File: config.mk
export PLATFORM = sky130hd
export DESIGN_NAME = periodic_command_scheduler
export DESIGN_NICKNAME = d
export VERILOG_FILES = /design/src/design/pcs_pkg.sv /design/src/design/pcs_table.sv /design/src/design/periodic_command_scheduler.sv
export SDC_FILE = /design/constraint.sdc
export NUM_CORES = 2
export LEC_CHECK = 0
export ABC_AREA = 1
export BUFFER_PORTS_ARGS = -buffer_cell sky130_fd_sc_hd__buf_2
export CORE_MARGIN = 5
export CORE_UTILIZATION = 35
export DETAILED_ROUTE_END_ITERATION = 10
export GPL_ROUTABILITY_DRIVEN = 0
export SLEW_MARGIN = 5
export SYNTH_ARGS = -nofsm -noshare
export SYNTH_HDL_FRONTEND = slang
export SYNTH_SLANG_ARGS = --single-unit
File: constraint.sdc
create_clock -name aclk -period 17.85 [get_ports aclk]
set_input_delay 0.8925 -clock aclk [delete_from_list [all_inputs] [get_ports aclk]]
set_output_delay 0.8925 -clock aclk [all_outputs]
set_load 0.01 [all_outputs]
File: src/design/pcs_pkg.sv
`timescale 1ns / 1ps
`default_nettype none

package pcs_pkg;

    // default table size
    localparam int TABLE_DEPTH_DEF = 16;

    // result kinds
    localparam logic [1:0] KIND_FIRED    = 2'd0;
    localparam logic [1:0] KIND_ACCEPTED = 2'd1;
    localparam logic [1:0] KIND_DROPPED  = 2'd2;

    // one scheduled command as stored in the table
    typedef struct packed {
        logic [1:0]  cmd_type;
        logic [15:0] target;
        logic [31:0] payload;
        logic [15:0] delay_left;
        logic [15:0] countdown;
        logic [15:0] period;
        logic [15:0] limit;
        logic [15:0] runs;
    } entry_t;

endpackage

`default_nettype wire

File: src/design/pcs_table.sv
`timescale 1ns / 1ps
`default_nettype none

module pcs_table #(
    parameter int DEPTH = pcs_pkg::TABLE_DEPTH_DEF,
    parameter int IDX_W = (DEPTH > 1) ? $clog2(DEPTH) : 1
) (
    input  wire logic              aclk,
    input  wire logic              wr_en,
    input  wire logic [IDX_W-1:0]  wr_addr,
    input  wire pcs_pkg::entry_t   wr_data,
    input  wire logic              rd_en,
    input  wire logic [IDX_W-1:0]  rd_addr,
    output pcs_pkg::entry_t        rd_data
);

    pcs_pkg::entry_t mem [DEPTH];
    pcs_pkg::entry_t rd_data_reg;

    always_ff @(posedge aclk) begin
        if (wr_en) begin
            mem[wr_addr] <= wr_data;
        end
    end

    // read data holds until the next read
    always_ff @(posedge aclk) begin
        if (rd_en) begin
            rd_data_reg <= mem[rd_addr];
        end
    end

    assign rd_data = rd_data_reg;

endmodule

`default_nettype wire

File: src/design/periodic_command_scheduler.sv
`timescale 1ns / 1ps
`default_nettype none

// Periodic command scheduler: keeps up to TABLE_DEPTH commands in a single
// one-port-read table memory. A beat with s_mode = 1 enqueues a command and is
// answered by one result beat (accepted, or dropped when the table is full).
// A beat with s_mode = 0 is a frame tick that walks the live entries in table
// order: an entry that is still counting down is read, then written back, and
// a firing entry the same; an entry that reaches its run limit with live
// entries behind it also has the last entry pulled into its slot, which is
// then visited again. The walk ends with a flush step. A tick with no firing
// gives no result beat; the last firing of a tick carries m_last = 1. Result
// beats wait in an output register, and the walk stalls only when a held-back
// firing must be passed on (at a new firing or at the flush) while it is full.
// s_ready is high only while no item is in progress.
module periodic_command_scheduler #(
    parameter int TABLE_DEPTH = pcs_pkg::TABLE_DEPTH_DEF
) (
    input  wire logic        aclk,
    input  wire logic        aresetn,

    input  wire logic        s_valid,
    output logic             s_ready,
    input  wire logic        s_mode,
    input  wire logic [1:0]  s_cmd_type,
    input  wire logic [15:0] s_target_id,
    input  wire logic [31:0] s_payload,
    input  wire logic [15:0] s_start_delay,
    input  wire logic [15:0] s_period,
    input  wire logic [15:0] s_repeat_limit,

    output logic             m_valid,
    input  wire logic        m_ready,
    output logic [1:0]       m_kind,
    output logic [1:0]       m_fired_type,
    output logic [15:0]      m_fired_target,
    output logic [31:0]      m_fired_payload,
    output logic             m_last
);

    localparam int IDX_W = (TABLE_DEPTH > 1) ? $clog2(TABLE_DEPTH) : 1;
    localparam int CNT_W = $clog2(TABLE_DEPTH + 1);
    localparam logic [CNT_W-1:0] CNT_FULL = CNT_W'(TABLE_DEPTH);
    localparam logic [CNT_W-1:0] CNT_ONE  = CNT_W'(1);

    // walk sequencer, one-hot
    typedef enum logic [5:0] {
        S_IDLE  = 6'b000001,
        S_ENQ   = 6'b000010,
        S_RD    = 6'b000100,
        S_EVAL  = 6'b001000,
        S_MOVE  = 6'b010000,
        S_FLUSH = 6'b100000
    } state_t;

    state_t state_reg, state_next;

    logic [CNT_W-1:0] count_reg, count_next;
    logic [CNT_W-1:0] idx_reg, idx_next;

    // captured enqueue beat
    logic [1:0]  enq_type_reg;
    logic [15:0] enq_target_reg;
    logic [31:0] enq_payload_reg;
    logic [15:0] enq_delay_reg;
    logic [15:0] enq_period_reg;
    logic [15:0] enq_limit_reg;

    // last firing of the walk, held back until we know whether it is final
    logic        held_valid_reg, held_valid_next;
    logic [1:0]  held_type_reg;
    logic [15:0] held_target_reg;
    logic [31:0] held_payload_reg;
    logic        held_load;

    // output register
    logic        m_valid_reg;
    logic [1:0]  m_kind_reg;
    logic [1:0]  m_type_reg;
    logic [15:0] m_target_reg;
    logic [31:0] m_payload_reg;
    logic        m_last_reg;

    logic        out_free;
    logic        push;
    logic [1:0]  push_kind;
    logic [1:0]  push_type;
    logic [15:0] push_target;
    logic [31:0] push_payload;
    logic        push_last;

    // table port
    logic             wr_en;
    logic [IDX_W-1:0] wr_addr;
    pcs_pkg::entry_t  wr_data;
    logic             rd_en;
    logic [IDX_W-1:0] rd_addr;
    pcs_pkg::entry_t  rd_data;

    logic             in_beat;
    logic [CNT_W-1:0] idx_inc;
    logic [CNT_W-1:0] tail_idx;
    logic [15:0]      runs_new;

    pcs_table #(
        .DEPTH (TABLE_DEPTH),
        .IDX_W (IDX_W)
    ) u_table (
        .aclk    (aclk),
        .wr_en   (wr_en),
        .wr_addr (wr_addr),
        .wr_data (wr_data),
        .rd_en   (rd_en),
        .rd_addr (rd_addr),
        .rd_data (rd_data)
    );

    assign s_ready  = (state_reg == S_IDLE);
    assign in_beat  = s_valid && s_ready;
    assign out_free = !m_valid_reg || m_ready;
    assign idx_inc  = idx_reg + CNT_ONE;
    assign tail_idx = count_reg - CNT_ONE;
    // run count saturates at all ones
    assign runs_new = (rd_data.runs == 16'hFFFF) ? rd_data.runs : rd_data.runs + 16'd1;

    always_comb begin
        state_next      = state_reg;
        count_next      = count_reg;
        idx_next        = idx_reg;
        held_valid_next = held_valid_reg;
        held_load       = 1'b0;

        push         = 1'b0;
        push_kind    = pcs_pkg::KIND_FIRED;
        push_type    = 2'd0;
        push_target  = 16'd0;
        push_payload = 32'd0;
        push_last    = 1'b0;

        wr_en   = 1'b0;
        wr_addr = idx_reg[IDX_W-1:0];
        wr_data = rd_data;
        rd_en   = 1'b0;
        rd_addr = idx_reg[IDX_W-1:0];

        unique case (state_reg)
            S_IDLE: begin
                if (in_beat) begin
                    if (s_mode) begin
                        state_next = S_ENQ;
                    end else begin
                        idx_next = '0;
                        // empty table: a tick gives nothing
                        state_next = (count_reg == '0) ? S_IDLE : S_RD;
                    end
                end
            end

            S_ENQ: begin
                if (out_free) begin
                    push       = 1'b1;
                    push_last  = 1'b1;
                    state_next = S_IDLE;
                    if (count_reg == CNT_FULL) begin
                        push_kind = pcs_pkg::KIND_DROPPED;
                    end else begin
                        push_kind          = pcs_pkg::KIND_ACCEPTED;
                        wr_en              = 1'b1;
                        wr_addr            = count_reg[IDX_W-1:0];
                        wr_data.cmd_type   = enq_type_reg;
                        wr_data.target     = enq_target_reg;
                        wr_data.payload    = enq_payload_reg;
                        wr_data.delay_left = enq_delay_reg;
                        wr_data.countdown  = 16'd0;
                        // zero period is stored as one
                        wr_data.period     = (enq_period_reg == 16'd0) ? 16'd1
                                                                       : enq_period_reg;
                        wr_data.limit      = enq_limit_reg;
                        wr_data.runs       = 16'd0;
                        count_next         = count_reg + CNT_ONE;
                    end
                end
            end

            S_RD: begin
                rd_en      = 1'b1;
                state_next = S_EVAL;
            end

            S_EVAL: begin
                priority if (rd_data.delay_left != 16'd0) begin
                    wr_en              = 1'b1;
                    wr_data.delay_left = rd_data.delay_left - 16'd1;
                    idx_next           = idx_inc;
                    state_next         = (idx_inc < count_reg) ? S_RD : S_FLUSH;
                end else if (rd_data.countdown != 16'd0) begin
                    wr_en             = 1'b1;
                    wr_data.countdown = rd_data.countdown - 16'd1;
                    idx_next          = idx_inc;
                    state_next        = (idx_inc < count_reg) ? S_RD : S_FLUSH;
                end else if (!held_valid_reg || out_free) begin
                    // fire: the previous firing is now known not to be the last
                    if (held_valid_reg) begin
                        push         = 1'b1;
                        push_type    = held_type_reg;
                        push_target  = held_target_reg;
                        push_payload = held_payload_reg;
                    end
                    held_load       = 1'b1;
                    held_valid_next = 1'b1;
                    if (runs_new >= rd_data.limit) begin
                        // run limit reached: remove the entry
                        if (idx_reg != tail_idx) begin
                            rd_en      = 1'b1;
                            rd_addr    = tail_idx[IDX_W-1:0];
                            state_next = S_MOVE;
                        end else begin
                            count_next = tail_idx;
                            state_next = S_FLUSH;
                        end
                    end else begin
                        wr_en             = 1'b1;
                        wr_data.countdown = rd_data.period;
                        wr_data.runs      = runs_new;
                        idx_next          = idx_inc;
                        state_next        = (idx_inc < count_reg) ? S_RD : S_FLUSH;
                    end
                end
            end

            S_MOVE: begin
                // last entry fills the freed slot and is visited next
                wr_en      = 1'b1;
                wr_data    = rd_data;
                count_next = tail_idx;
                state_next = S_RD;
            end

            S_FLUSH: begin
                if (!held_valid_reg) begin
                    state_next = S_IDLE;
                end else if (out_free) begin
                    push            = 1'b1;
                    push_type       = held_type_reg;
                    push_target     = held_target_reg;
                    push_payload    = held_payload_reg;
                    push_last       = 1'b1;
                    held_valid_next = 1'b0;
                    state_next      = S_IDLE;
                end
            end

            default: begin
                state_next = S_IDLE;
            end
        endcase
    end

    // control state
    always_ff @(posedge aclk) begin
        if (!aresetn) begin
            state_reg      <= S_IDLE;
            count_reg      <= '0;
            idx_reg        <= '0;
            held_valid_reg <= 1'b0;
            m_valid_reg    <= 1'b0;
        end else begin
            state_reg      <= state_next;
            count_reg      <= count_next;
            idx_reg        <= idx_next;
            held_valid_reg <= held_valid_next;
            if (push) begin
                m_valid_reg <= 1'b1;
            end else if (m_ready) begin
                m_valid_reg <= 1'b0;
            end
        end
    end

    // payload registers
    always_ff @(posedge aclk) begin
        if (in_beat) begin
            enq_type_reg    <= s_cmd_type;
            enq_target_reg  <= s_target_id;
            enq_payload_reg <= s_payload;
            enq_delay_reg   <= s_start_delay;
            enq_period_reg  <= s_period;
            enq_limit_reg   <= s_repeat_limit;
        end
        if (held_load) begin
            held_type_reg    <= rd_data.cmd_type;
            held_target_reg  <= rd_data.target;
            held_payload_reg <= rd_data.payload;
        end
        if (push) begin
            m_kind_reg    <= push_kind;
            m_type_reg    <= push_type;
            m_target_reg  <= push_target;
            m_payload_reg <= push_payload;
            m_last_reg    <= push_last;
        end
    end

    assign m_valid         = m_valid_reg;
    assign m_kind          = m_kind_reg;
    assign m_fired_type    = m_type_reg;
    assign m_fired_target  = m_target_reg;
    assign m_fired_payload = m_payload_reg;
    assign m_last          = m_last_reg;

endmodule

`default_nettype wire
Yosys cells after proc, flatten, opt, wreduce, memory -nomap -nowiden:

Memory sizes are Yosys's and may differ from the RTL's. A register that Yosys moved wholly into a read port is not among the register bits.
Index checks and enable logic that the tools add are counted.

* register bits after elaboration: 219
* latch bits: 0
* memory bits (writable): 2080
* memory bits (read-only): 0
* memories: 1

* add/sub/neg operators: 6
* multipliers: 0
* divide/modulo/power cells: 0
* $lt $le $gt $ge: 2
* equal/unequal tests: 20
* shift operators: 0
* multiplexer cells: 110
* bitwise gates (word level): 0
* reductions and logical operators: 18

Memories
* u_table.mem: depth 16, bits a word 130, rd ports 1, clocked after Yosys merged registers in 1, write ports 1, RTL line pcs_table.sv:17 `pcs_pkg::entry_t mem [DEPTH];`

Operators with widths (number)
* $mux 16: 17
* $mux 130: 2
* $mux 32: 7
* $pmux 32 s2: 2
* $mux 5: 13
* $pmux 16 s2: 2
* $mux 6: 9
* $mux 50: 1
* $mux 4: 9
* $pmux 6 s6: 1
* $reduce_bool 16->1: 2
* $sub 16x1->16 const B: 2
* $mux 1: 30
* $add 16x1->16 const B: 1
* $eq 16x16->1 const B: 1
* $ge 16x16->1: 1
* $logic_not 16->1: 1
* $ne 2x2->1 const B: 8
* $pmux 5 s3: 1
* $mux 2: 7
* $add 5x1->5 const B: 2
* $pmux 5 s2: 1
* $ne 4x4->1 const B: 2
* $reduce_and 8->1: 1
* other kinds (24): 33

Depth between registers and ports, before layout:

* depth after elaboration: 10
* mapped depth: 31
* mapped depth without buffers: 28

Modules after synthesis:

Synthesis repeated with hierarchy kept, for this count alone.

* cells, all modules: 9299
* area total of the unflattened synthesis: 102676.0 µm²

Modules (own cells, without submodules)
* pcs_table: times used 1, cells an instance 7911, area each 90354.2 µm², seq. area each 66363.6 µm²
* periodic_command_scheduler: times used 1, cells an instance 1388, area each 12321.8 µm², seq. area each 6396.1 µm²

Least setup slack after synthesis:

No wires, ideal clock.

* path type: reg-to-reg
* start: register, netlist name u_table.rd_data[0]
* end: memory u_table.mem[0][0] in the netlist's numbering, enable pin
* library setup time: 0.621 ns
* arrival: 8.608 ns
* setup slack: 8.621 ns
* stages on the path, launching flop included: 21
* buffers on the path: 0
* cell sequence: edfxtp_1 > ha_1 > nand2_1 > nor2_1 > nand3_1 > nor2_1 > nand4_1 > nor2_1 > inv_1 > nand2_1 > xor2_1 > ha_1 > a21oi_1 > o21ai_0 > a21oi_1 > nand2_1 > nor2_1 > o21ai_0 > nand2_1 > nand3_1 > nor2_1

* word-level cells in the longest chain between the ends: 10

RTL lines
* $add 16x1->16 / $eq 16x16->1 (equally long branches): RTL line periodic_command_scheduler.sv:124 `assign runs_new = (rd_data.runs == 16'hFFFF) ? rd_data.runs : rd_data.runs + 16'd1;`
* $mux 16 (*): RTL line periodic_command_scheduler.sv:124
* $ge 16x16->1 (*): RTL line periodic_command_scheduler.sv:211 `if (runs_new >= rd_data.limit) begin`
* $mux 1 (*): RTL line periodic_command_scheduler.sv:211
* $mux 1 (*): RTL line periodic_command_scheduler.sv:201 `end else if (!held_valid_reg || out_free) begin`
* $mux 1 (*): RTL line periodic_command_scheduler.sv:196 `end else if (rd_data.countdown != 16'd0) begin`
* $mux 1 (*): RTL line periodic_command_scheduler.sv:191 `priority if (rd_data.delay_left != 16'd0) begin`
* $pmux 1 s3 (*): RTL line periodic_command_scheduler.sv:146 `unique case (state_reg)`
* $mux 1 (*): RTL line pcs_table.sv:21 `if (wr_en) begin`
* $mux 1 (implied by the code) (*): RTL line pcs_table.sv:22 `mem[wr_addr] <= wr_data;`
* to (decl): RTL line pcs_table.sv:17

Every way passes the cells marked *; elsewhere a longest branch is shown, timed or not.

Worst setup path after layout:

* start: register, netlist name u_table.rd_data[0]
* end: register, netlist name u_table.rd_data[95]

* word-level cells in the longest chain between the ends: 8

RTL lines (RTL line)
* $add 16x1->16 / $eq 16x16->1 (equally long branches): periodic_command_scheduler.sv:124
* $mux 16 (*): periodic_command_scheduler.sv:124
* $ge 16x16->1 (*): periodic_command_scheduler.sv:211
* $mux 1 / $mux 4 (equally long branches): periodic_command_scheduler.sv:211
* $mux 1 / $mux 4 (equally long branches): periodic_command_scheduler.sv:201
* $mux 1 / $mux 4 (equally long branches): periodic_command_scheduler.sv:196
* $mux 1 / $mux 4 (equally long branches): periodic_command_scheduler.sv:191
* $pmux 1 s2 / $mux 4 (equally long branches): periodic_command_scheduler.sv:146

Marks and branches as above.
A chain may end at the register's enable or synchronous reset.

==> reports/results.txt <==
Min Clock Period, post-route - 8.476 ns
Syn Nets - 10090
Yosys reg bits - 2429
Tightest Hold Check Type - input port to flip-flop
Hold Violations, Final - 0
core area - 302000 um2
Hold WS - 0.1519 ns
CTS tree - done
largest net degree at the start of global routing - 207
syn_area_per_cell - 10.63 um2
average routed wire per standard cell - 21.36 um
slowest stage delay, CP - 0.91 ns
CP Capture Type - flip-flop
Placed Instances - 13730
worst setup path class - flip-flop to flip-flop
WL final - 302600 um
Commonest cells post-synth - 2411 x edfxtp_1, 2137 x nand2_1, 2132 x nand3_1, 2085 x inv_1, 264 x buf_2
Data arrival, critical path - 9.13 ns
Maximum Capacitance Violations - 0
Crit Path Max Fanout - 206
slew margin rel. - 10.69%
FMAX - 118.0 MHz
Root Driver - clkbuf_16
Final setup viols - 0
clock sinks - 2429
RSZ-0062 raised after global routing - no
clock slew at reported path FFs - 0.06 ns
Die Y - 560.0 um
Synth Instances - 9958
Residual DRC - 0
top post-synthesis cells by area - edfxtp_1 68%, nand3_1 10%, nand2_1 7.6%
GRT Total Usage - 18.61%
Initial Util - 35.05%
Fin Setup TNS - 0 ns
Setup Buffers After CTS - 0
Tot Pwr - 12230 uW
Layout Cells excl Fill - 14170
IO Pins - 158
global-route wire length before repair - 447200 um
PD cells - 103.3 nW/um2
unique cell type count in the Yosys netlist - 51
sequential area share after synthesis - 68.73%
hpwl dp - 149300 um
gr ovfl total - 0
area of the die - 313600 um2
Layout area overhead - 11.86%
hold_buf cts - 0
number of global-route vias before repair - 69210
via count - 71200
Setup crit start kind - flip-flop
status - completed
Clock Path Buffers - 4
Most used DFF post-synth - edfxtp_1
row count - 202
drt initial violations - 7174
synthesized area - 105900 um2
cts bufs inserted - 248
leakage power figure - 0.04848 uW
first-pass iteration count of the detailed router - 6
leading area contributor after synthesis - edfxtp_1
yosys warns - 0
Final #Nets - 10130
Buffers on Ports - 157
Tightest Pin Transition - 1.340 ns
top-area cell type share of the netlist area - 68.39%
chip width - 560.0 um
top-count cell post-synth - edfxtp_1
Final Slew Violations - 0
vias per cell - 5.025
Peak VDD IR - 83.61 uV
clk_skew - 0.1043 ns
antenna violations before repair - 9
Largest register FFs - 2080
most used cell along the critical path - nand2_1
final core utilization - 39.21%
final worst-path cycle share - 47.49%
Skew-Pair Late Insertion Delay - 0.92 ns
Post-synth EDFFs - 2411
post-route antenna net violation count - 0
CP max-delay cell - buf_4
H-tree levels - 4
Critical Path RT - 18.50 ns
asr flop ratio synth - 0%
layout cells sized above 1 - 6.919%
cts repair resizes - 0
worst max-delay path, delay by kind of cell (launching register included):
family / cells / cell delay, ns
adders and majority gates: 2 / 0.34
DFF: 1 / 0.41
buffers and inverters: 4 / 2.43
and+or+nand+nor: 24 / 4.66
AOI/OAI and AO/OA: 1 / 0.17
final cells by class:
type | instances | area, um2
Antenna cell | 2 | 5.005
Inverter | 2101 | 7924
Clock buffer | 302 | 6440
Fill cell | 28590 | 183600
Sequential cell | 2429 | 72760
Multi-Input combinational cell | 4912 | 23000
Tap cell | 3978 | 4977
Timing Repair Buffer | 308 | 2057
Clock inverter | 137 | 1257
layout by cell type (no fill, tap or decap), types with 5 or more instances in the layout:
master	instances
buf_2	157
xor2_1	14
nand3b_1	181
buf_12	11
edfxtp_1	2411
inv_1	2081
nor2_1	130
buf_4	140
a211oi_1	5
nand3_1	2132
clkinv_1	63
o21ai_0	89
nor2_2	7
clkbuf_16	249
inv_2	12
a21oi_1	51
clkinvlp_4	12
nor4_1	10
inv_8	5
clkbuf_1	52
ha_1	28
bufinv_16	22
o21ai_1	8
clkinv_2	36
nand4_1	16
o22ai_1	7
nand2_4	5
a22oi_1	8
nor2_4	20
dfxtp_1	18
o211ai_1	11
o21ai_4	7
nor3_1	15
nand2_1	2133
through the flow:
step	cell area, um2	worst slack (ns)
3_5_place_dp	110700	9.342
2_1_floorplan	105900	8.621
4_1_cts	118400	9.348
5_1_grt	118400	8.585
3_3_place_gp	110700	9.591
6_report	118400	9.374
logic make-up (layout without fill, tap and decap cells):
kind of cell	Yosys count	after routing	share of synthesized area (%)
compound gates	208	208	1.144
xor+xnor	14	14	0.1158
fa+ha+maj	28	28	0.3309
buf+inv	2617	2848	9.751
flops	2429	2429	68.73
other cells	0	2	0
simple gates	4662	4662	19.93
metal layers:
layer | wire length (um) | global-route usage, % | vias to the layer above
met5 | 34 | 0 | -
met4 | 12380 | 7.482 | 6
met3 | 22020 | 2.401 | 616
met2 | 147300 | 31.92 | 3091
met1 | 120900 | 23.88 | 34710
li1 | - | - | 32780
report_power, final:
group / internal, uW / total [uW] / leakage (uW) / switching (uW)
combinational: 236 / 891 / 0.0229 / 655
clock: 2860 / 5020 / 0.00373 / 2170
sequential: 6290 / 6310 / 0.0219 / 21.3
worst paths after layout:
kind | start | endpoint | slack [ns] | cells after the start
setup reg to reg | u_table.rd_data[0]$_DFFE_PP_ | u_table.rd_data[95]$_DFFE_PP_ | 9.37 | 31
hold / removal | s_payload[10] | enq_payload_reg[10]$_DFFE_PP_ | 0.15 | 1
hold reg to reg | u_table.rd_data[125]$_DFFE_PP_ | held_target_reg[13]$_DFFE_PP_ | 0.45 | 0
setup / recovery | u_table.rd_data[0]$_DFFE_PP_ | u_table.rd_data[95]$_DFFE_PP_ | 9.37 | 31
(Power assumes the default switching activity.)
